--- config.mk ---
export PLATFORM = sky130hd
export DESIGN_NAME = lsri_front
export DESIGN_NICKNAME = d
export VERILOG_FILES = /design/src/rtl/core/lsri_pkg.sv /design/src/rtl/core/lsri_front.sv
export SDC_FILE = /design/constraint.sdc
export NUM_CORES = 1
export LEC_CHECK = 0
export ABC_AREA = 1
export BUFFER_PORTS_ARGS = -buffer_cell sky130_fd_sc_hd__buf_2
export CELL_PAD_IN_SITES_DETAIL_PLACEMENT = 1
export CELL_PAD_IN_SITES_GLOBAL_PLACEMENT = 2
export CORE_MARGIN = 2
export CORE_UTILIZATION = 31
export CTS_BUF_LIST = sky130_fd_sc_hd__clkbuf_16
export DETAILED_ROUTE_END_ITERATION = 6
export HOLD_SLACK_MARGIN = 0.1
export MAX_ROUTING_LAYER = met4
export PLACE_DENSITY_LB_ADDON = 0.15
export SYNTH_ARGS = -nofsm -noshare
export SYNTH_HDL_FRONTEND = slang
export SYNTH_SLANG_ARGS = --single-unit
--- constraint.sdc ---
create_clock -name clk -period 3 [get_ports clk]
set_input_delay 0.15 -clock clk [delete_from_list [all_inputs] [get_ports clk]]
set_output_delay 0.15 -clock clk [all_outputs]
set_load 0.005 [all_outputs]
--- src/rtl/core/lsri_pkg.sv ---
package lsri_pkg;

	localparam int ADDR_BITS_DEF   = 16;
	localparam int FRAC_BITS_DEF   = 16;
	localparam int COS_DEPTH_DEF   = 256;
	localparam int QUEUE_DEPTH     = 2;

	localparam longint Q30_ONE     = 64'sd1073741824;
	localparam longint PI_Q30      = 64'sd3373259426;
	localparam logic signed [23:0] RECIP3 = 24'sd2796203;
	localparam logic signed [31:0] DIV3_BIAS = 32'sd6291456;
	localparam logic signed [31:0] DIV3_BASE = 32'sd2097152;

	localparam logic [2:0] CFG_SAMPLE_COUNT = 3'd0;
	localparam logic [2:0] CFG_START_OFFSET = 3'd1;
	localparam logic [2:0] CFG_PLAY_LENGTH  = 3'd2;
	localparam logic [2:0] CFG_ONE_SHOT     = 3'd3;
	localparam logic [2:0] CFG_INTERP_MODE  = 3'd4;

	typedef enum logic [1:0] {
		KIND_LOAD = 2'd0,
		KIND_TRIG = 2'd1,
		KIND_TICK = 2'd2,
		KIND_NONE = 2'd3
	} kind_t;

	typedef enum logic [2:0] {
		MODE_NEAREST  = 3'd0,
		MODE_LINEAR   = 3'd1,
		MODE_CUBIC    = 3'd2,
		MODE_HOLD     = 3'd3,
		MODE_COSINE   = 3'd4,
		MODE_BSPLINE  = 3'd5,
		MODE_LAGRANGE = 3'd6,
		MODE_SILENT   = 3'd7
	} mode_t;

	typedef enum logic [3:0] {
		ST_IDLE,
		ST_CHECK,
		ST_MOD,
		ST_IDX,
		ST_RD,
		ST_COEF,
		ST_HORNER,
		ST_DIV,
		ST_MULD,
		ST_MULL,
		ST_OUT
	} state_t;

	typedef struct packed {
		kind_t              kind;
		logic [15:0]        address;
		logic signed [15:0] value;
		logic [18:0]        increment;
	} item_t;

endpackage

--- src/rtl/core/lsri_front.sv ---
module lsri_front import lsri_pkg::*; (
	input  logic  clk,
	input  logic  arst_n,
	input  logic  in_valid,
	output logic  in_ready,
	input  item_t in_item,
	output logic  q_valid,
	output item_t q_item,
	input  logic  q_pop
);

	localparam int PW = $clog2(QUEUE_DEPTH);

	item_t            buf_q [QUEUE_DEPTH];
	logic [PW-1:0]    wr_ptr_q, rd_ptr_q;
	logic [PW:0]      count_q;
	logic             push, pop;

	assign in_ready = (count_q < (PW+1)'(QUEUE_DEPTH));
	assign q_valid  = (count_q != '0);
	assign q_item   = buf_q[rd_ptr_q];
	// drop unknown kinds here so the back end never sees them
	assign push     = in_valid && in_ready && (in_item.kind != KIND_NONE);
	assign pop      = q_pop && q_valid;

	always_ff @(posedge clk) begin
		if (push) begin
			buf_q[wr_ptr_q] <= in_item;
		end
	end

	always_ff @(posedge clk or negedge arst_n) begin
		if (!arst_n) begin
			wr_ptr_q <= '0;
			rd_ptr_q <= '0;
			count_q  <= '0;
		end else begin
			if (push) begin
				wr_ptr_q <= (wr_ptr_q == PW'(QUEUE_DEPTH-1)) ? '0 : wr_ptr_q + 1'b1;
			end
			if (pop) begin
				rd_ptr_q <= (rd_ptr_q == PW'(QUEUE_DEPTH-1)) ? '0 : rd_ptr_q + 1'b1;
			end
			count_q <= count_q + (PW+1)'(push) - (PW+1)'(pop);
		end
	end

	assert property (@(posedge clk) disable iff (!arst_n)
		count_q <= (PW+1)'(QUEUE_DEPTH))
		else $error("queue overfilled");
	assert property (@(posedge clk) disable iff (!arst_n)
		(push && !pop) |=> (count_q == $past(count_q) + 1'b1))
		else $error("queue lost an item");
	assert property (@(posedge clk) disable iff (!arst_n)
		(in_valid && in_ready && in_item.kind == KIND_NONE && !pop) |=> $stable(count_q))
		else $error("unknown kind entered queue");

endmodule

# Word level (Yosys, flattened, before mapping)
# Memory sizes are Yosys's and may differ from the RTL's.
# Cells that the tools add are included.
[totals]
ff_bits = 4
elab_cells = 18
out_inout_bits = 55
n_memories = 1
ramBits = 106
inputBits = 57
latch_bits = 0
mem_bits_ro = 0
[mem_list]
columns = ["memory", "depth", "word_bits", "read_ports", "rd_ports_with_merged_regs", "write_ports", "line", "text"]
rows = [
  ["buf_q", 2, 53, 1, 0, 1, "lsri_front.sv:14", "item_t buf_q [QUEUE_DEPTH];"],
]
[op_classes]
mul = 0
n_eq_ne = 1
muxes = 4
n_lt_le_gt_ge = 1
addsub = 4
div = 0
bitwise = 0
shift = 0
n_reduce_logical = 4
[ops]
columns = ["op", "count"]
rows = [
  ["2-to-1 mux 1 bit", 4],
  ["logical AND 1 bit", 3],
  ["adder 1 bit (second input constant)", 2],
  ["adder 2 x 1 -> 2 bit", 1],
  ["< comparator 2 bit (second input constant)", 1],
  ["inequality test 2 bit (second input constant)", 1],
  ["nonzero test 2 bit", 1],
  ["subtractor 2 x 1 -> 2 bit", 1],
]

# Logic depth before layout (Yosys ltp)
[depth]
depth_word = 5
ltp_mapped = 7
ltp_nobuf = 7

# Worst setup path before layout
# No wires, ideal clock.
[synth_path]
kind = "reg2reg"
startpoint = "register count_q[1]"
endpoint = "memory buf_q[0][0] in the netlist's numbering, enable pin"
setup_ps = 464
path_slack_ps = -299
required_ps = 2536
path_stages_with_launch = 4
n_path_buf = 0
arrival_time_ps = 2835
period_less_slack_ps = 3299
cell_sequence = "dfrtp_1 > inv_2 > nand3_4 > nor2_1"
[synth_between]
elab_chain_len = 5
[synth_rtl]
columns = ["element", "line", "text"]
rows = [
  ["from (decl)", "lsri_front.sv:16", "logic [PW:0] count_q;"],
  ["from (signal assigned)", "lsri_front.sv:44", "count_q <= count_q + (PW+1)'(push) - (PW+1)'(pop);"],
  ["< comparator 2 bit", "lsri_front.sv:19", "assign in_ready = (count_q < (PW+1)'(QUEUE_DEPTH));"],
  ["net in_ready", "lsri_front.sv:5", "output logic in_ready,"],
  ["logical AND 1 bit (2 in a row)", "lsri_front.sv:23", "assign push = in_valid && in_ready && (in_item.kind != KIND_NONE);"],
  ["2-to-1 mux 1 bit", "lsri_front.sv:27", "if (push) begin"],
  ["2-to-1 mux 1 bit (not written as such)", "lsri_front.sv:28", "buf_q[wr_ptr_q] <= in_item;"],
  ["to (decl)", "lsri_front.sv:14", ""],
]
# The timed path passes the listed nets, and every way through them passes these cells.

==> impl_results.md <==
- Routed WL per cell: about 14 um
- Met2 Usage GRT: 24.1%
- Sw frac: approximately a third
- Worst EP required: about 2.9 ns
- I/O pin cnt: 112
- Gpl congestion: approximately 0.75
- CTS Buf Count: 9
- LEAKAGE: roughly 2.4 nW
- FILL cells: around 1400
- Gr ovfl total: 0
- Synth cell types: 19
- Utilization after layout: a little over two fifths
- Post-route cell area: 5690 sq um
- Die area: 14200 sq um
- Final WL: 9310 um
- Post-CTS Hold Buffers: 54
- H-tree Lvls: 3
- Total clock sinks: 110
- Clk slew on worst S/H paths: about 0.070 ns
- Die height: 119 um
- Hpwl dp: about 5700 um
- Final period util: roughly 64%
- Clock root buffer: clkbuf_16
- Post-CTS Setup Repair Bufs: 0
- GRT met1 Usage: between 15 and 20%
- Reg power frac: a little under half
- DP Area: about 5000 sq um
- Critical path data arrival time: between 1.5 and 2 ns
- Layout Skew: between 0.006 and 0.007 ns
- # rows: 42
- GRT Max-Usage Layer: met2
- Worst-Skew Late Latency: between 0.3 and 0.4 ns
- ANT nets after route: 0
- Final setup violation count: 0
- Max_slew headroom: slightly above 60%
- CP endpoint kind: primary output
- Hold/Removal Path Class: input pin to async pin
- Syn Std Cell Area: approximately 4100 sq um
- Gate Count Post-Synth: ~300
- First-pass detailed-route iteration total: 4
- Yosys top cell area share: 77.4%
- Vias: 2725
- Clock Path Buffers: 2
- Yosys warnings: 0
- Crit path max fanout: 35
- PortBufs: around 110
- Clock group share of total power: about a quarter
- Core area: 13100 sq um
- Critical setup path kind: flip-flop to primary output
- Area growth syn-to-layout: 38.5%
- CTS-repair resized insts: 0
- Slew @ Worst Pin: approximately 0.57 ns
- CTS tree: built
- VDD IR-drop max: approximately 0.0003 V
- Mean number of vias per cell: about 4.2
- Sequential share of the synthesized area: between 70% and 80%
- Synth area leaders: edfxtp_1 77%, nand2_1 15%, dfrtp_1 2.4%, buf_6 1.4%, buf_2 0.61%
- M3 GR Usage: around 2.4%
- Largest net degree at the start of global routing: 54
- #FFs+latches synth: between 100 and 150
- Antenna violations before repair: 0
- # Max-Cap Violations: 0
- Starting Density: approximately a third
- First-pass GRT wire length: ~15000 um
- Synth area leader: edfxtp_1
- RSZ-0062 raised after global routing: no
- Layout Nets: ~530
- Combinational power share: roughly 30%
- Post-Syn Nets: 360
- DRC Markers: 0
- Synth Area per Inst: 13.6 sq um
- Die W: 119 um
- Critical Path Source Type: flip-flop
- Pins Over Slew Limit: 0
- Gr usage total: around 14%
- Drt initial violations: approximately 140
- Net switching power: approximately 1.5 mW
- Power per cell area: approximately 800 nW/um^2
- Final hold violation count: 0
- Layout cell share with drive strength beyond 1: between 20% and 30%
- Vias in the first global route: just under 3000
- Fmax: roughly 0.52 GHz
- Hold slack: 0.159 ns
- Minimum clock period: approximately 1.9 ns
- # diodes: 0
- Internal power: 3.14 mW
- Status: finished clean
-- layer usage --
metal,vias to the layer above,part of all wire [%]
met4,0,1.4
li1,1348,-
met1,1297,43
met3,8,4.4
met5,-,0
met2,72,51
-- sequential cells by signal, summed over array words and instances, names as in the netlist --
register  cells
buf_q       106
wr_ptr_q      1
count_q       2
rd_ptr_q      1
-- worst paths after layout --
path | start | end | slack (ns) | depth (start not counted)
setup / recovery | rd_ptr_q | q_item[31] | 1.08 | 4
min in group clk | in_valid | wr_ptr_q | 0.18 | 3
max in group asynchronous | arst_n | rd_ptr_q | 2.69 | 2
hold reg to reg | count_q[0] | count_q[0] | 0.55 | 1
setup reg to reg | count_q[1] | buf_q[1][8] | 1.40 | 4
hold / removal | arst_n | wr_ptr_q | 0.16 | 2
-- critical path: stages (launching register included) --
cell and delay, ns:
dfrtp_2 0.64, buf_4 0.45, nand2_1 0.10, nand2_1 0.11
buf_2 0.12
-- Yosys cell counts --
master and number:
buf_2 5, buf_4 1, buf_6 5, dfrtp_1 4
edfxtp_1 106, ha_1 1, inv_1 4, inv_2 1
inv_4 1, nand2_1 163, nand3_1 1, nand3_2 1
nand3_4 1, nor2_1 2, nor2_2 1, nor2_4 1
o21ai_1 1, xnor2_1 1, xor2_1 2
-- layout by cell type (no fill, tap or decap), drive strengths merged --
cell type,netlist,final
ha,1,1
nor2,4,4
edfxtp,106,106
nand3,3,3
nand2,163,163
buf,11,114
bufinv,0,1
clkbuf,0,9
o21ai,1,1
xor2,2,2
dlygate4sd3,0,54
clkinvlp,0,2
dfrtp,4,4
clkinv,0,4
inv,6,6
xnor2,1,1
-- power by group through the flow --
stage / clock network (mW) / logic [mW] / registers, mW
finish: 1.15 / 1.36 / 2.09
global route: 1.24 / 1.57 / 2.12
CTS: 1.20 / 1.42 / 2.09
detailed placement: 0 / 1.36 / 2.13
global placement: 0 / 1.35 / 2.12
floorplan: 0 / 0.811 / 2.07
-- stage by stage --
step / cells / TNS (ns) / total power, mW / setup slack (ns)
2_1_floorplan: 302 / -31.68 / 2.88 / -0.299
3_3_place_gp: 581 / 0 / 3.47 / 1.38
3_5_place_dp: 581 / 0 / 3.49 / 1.37
4_1_cts: 651 / 0 / 4.71 / 1.01
5_1_grt: 651 / 0 / 4.93 / 0.851
6_report: 651 / 0 / 4.60 / 1.08
-- logic make-up after synthesis --
group | share of synthesized area (%)
AND/OR/NAND/NOR | 16.3
flip-flops | 79.9
adder cells (fa/ha/maj) | 0.304
buffers and inverters | 2.77
AO/OA/AOI/OAI | 0.122
XOR/XNOR | 0.639
-- final cells by class --
class                      instances  area (sq um)  area share (%)
inverter                           6          25.0           0.440
tap                              176           220            3.87
timing repair buffer             168          1140            20.1
clock inverter                     7          65.1            1.14
clock buffer                       9           225            3.96
sequential                       110          3280            57.7
multi-input combinational        175           728            12.8
Power figures use the tool's default switching activity.
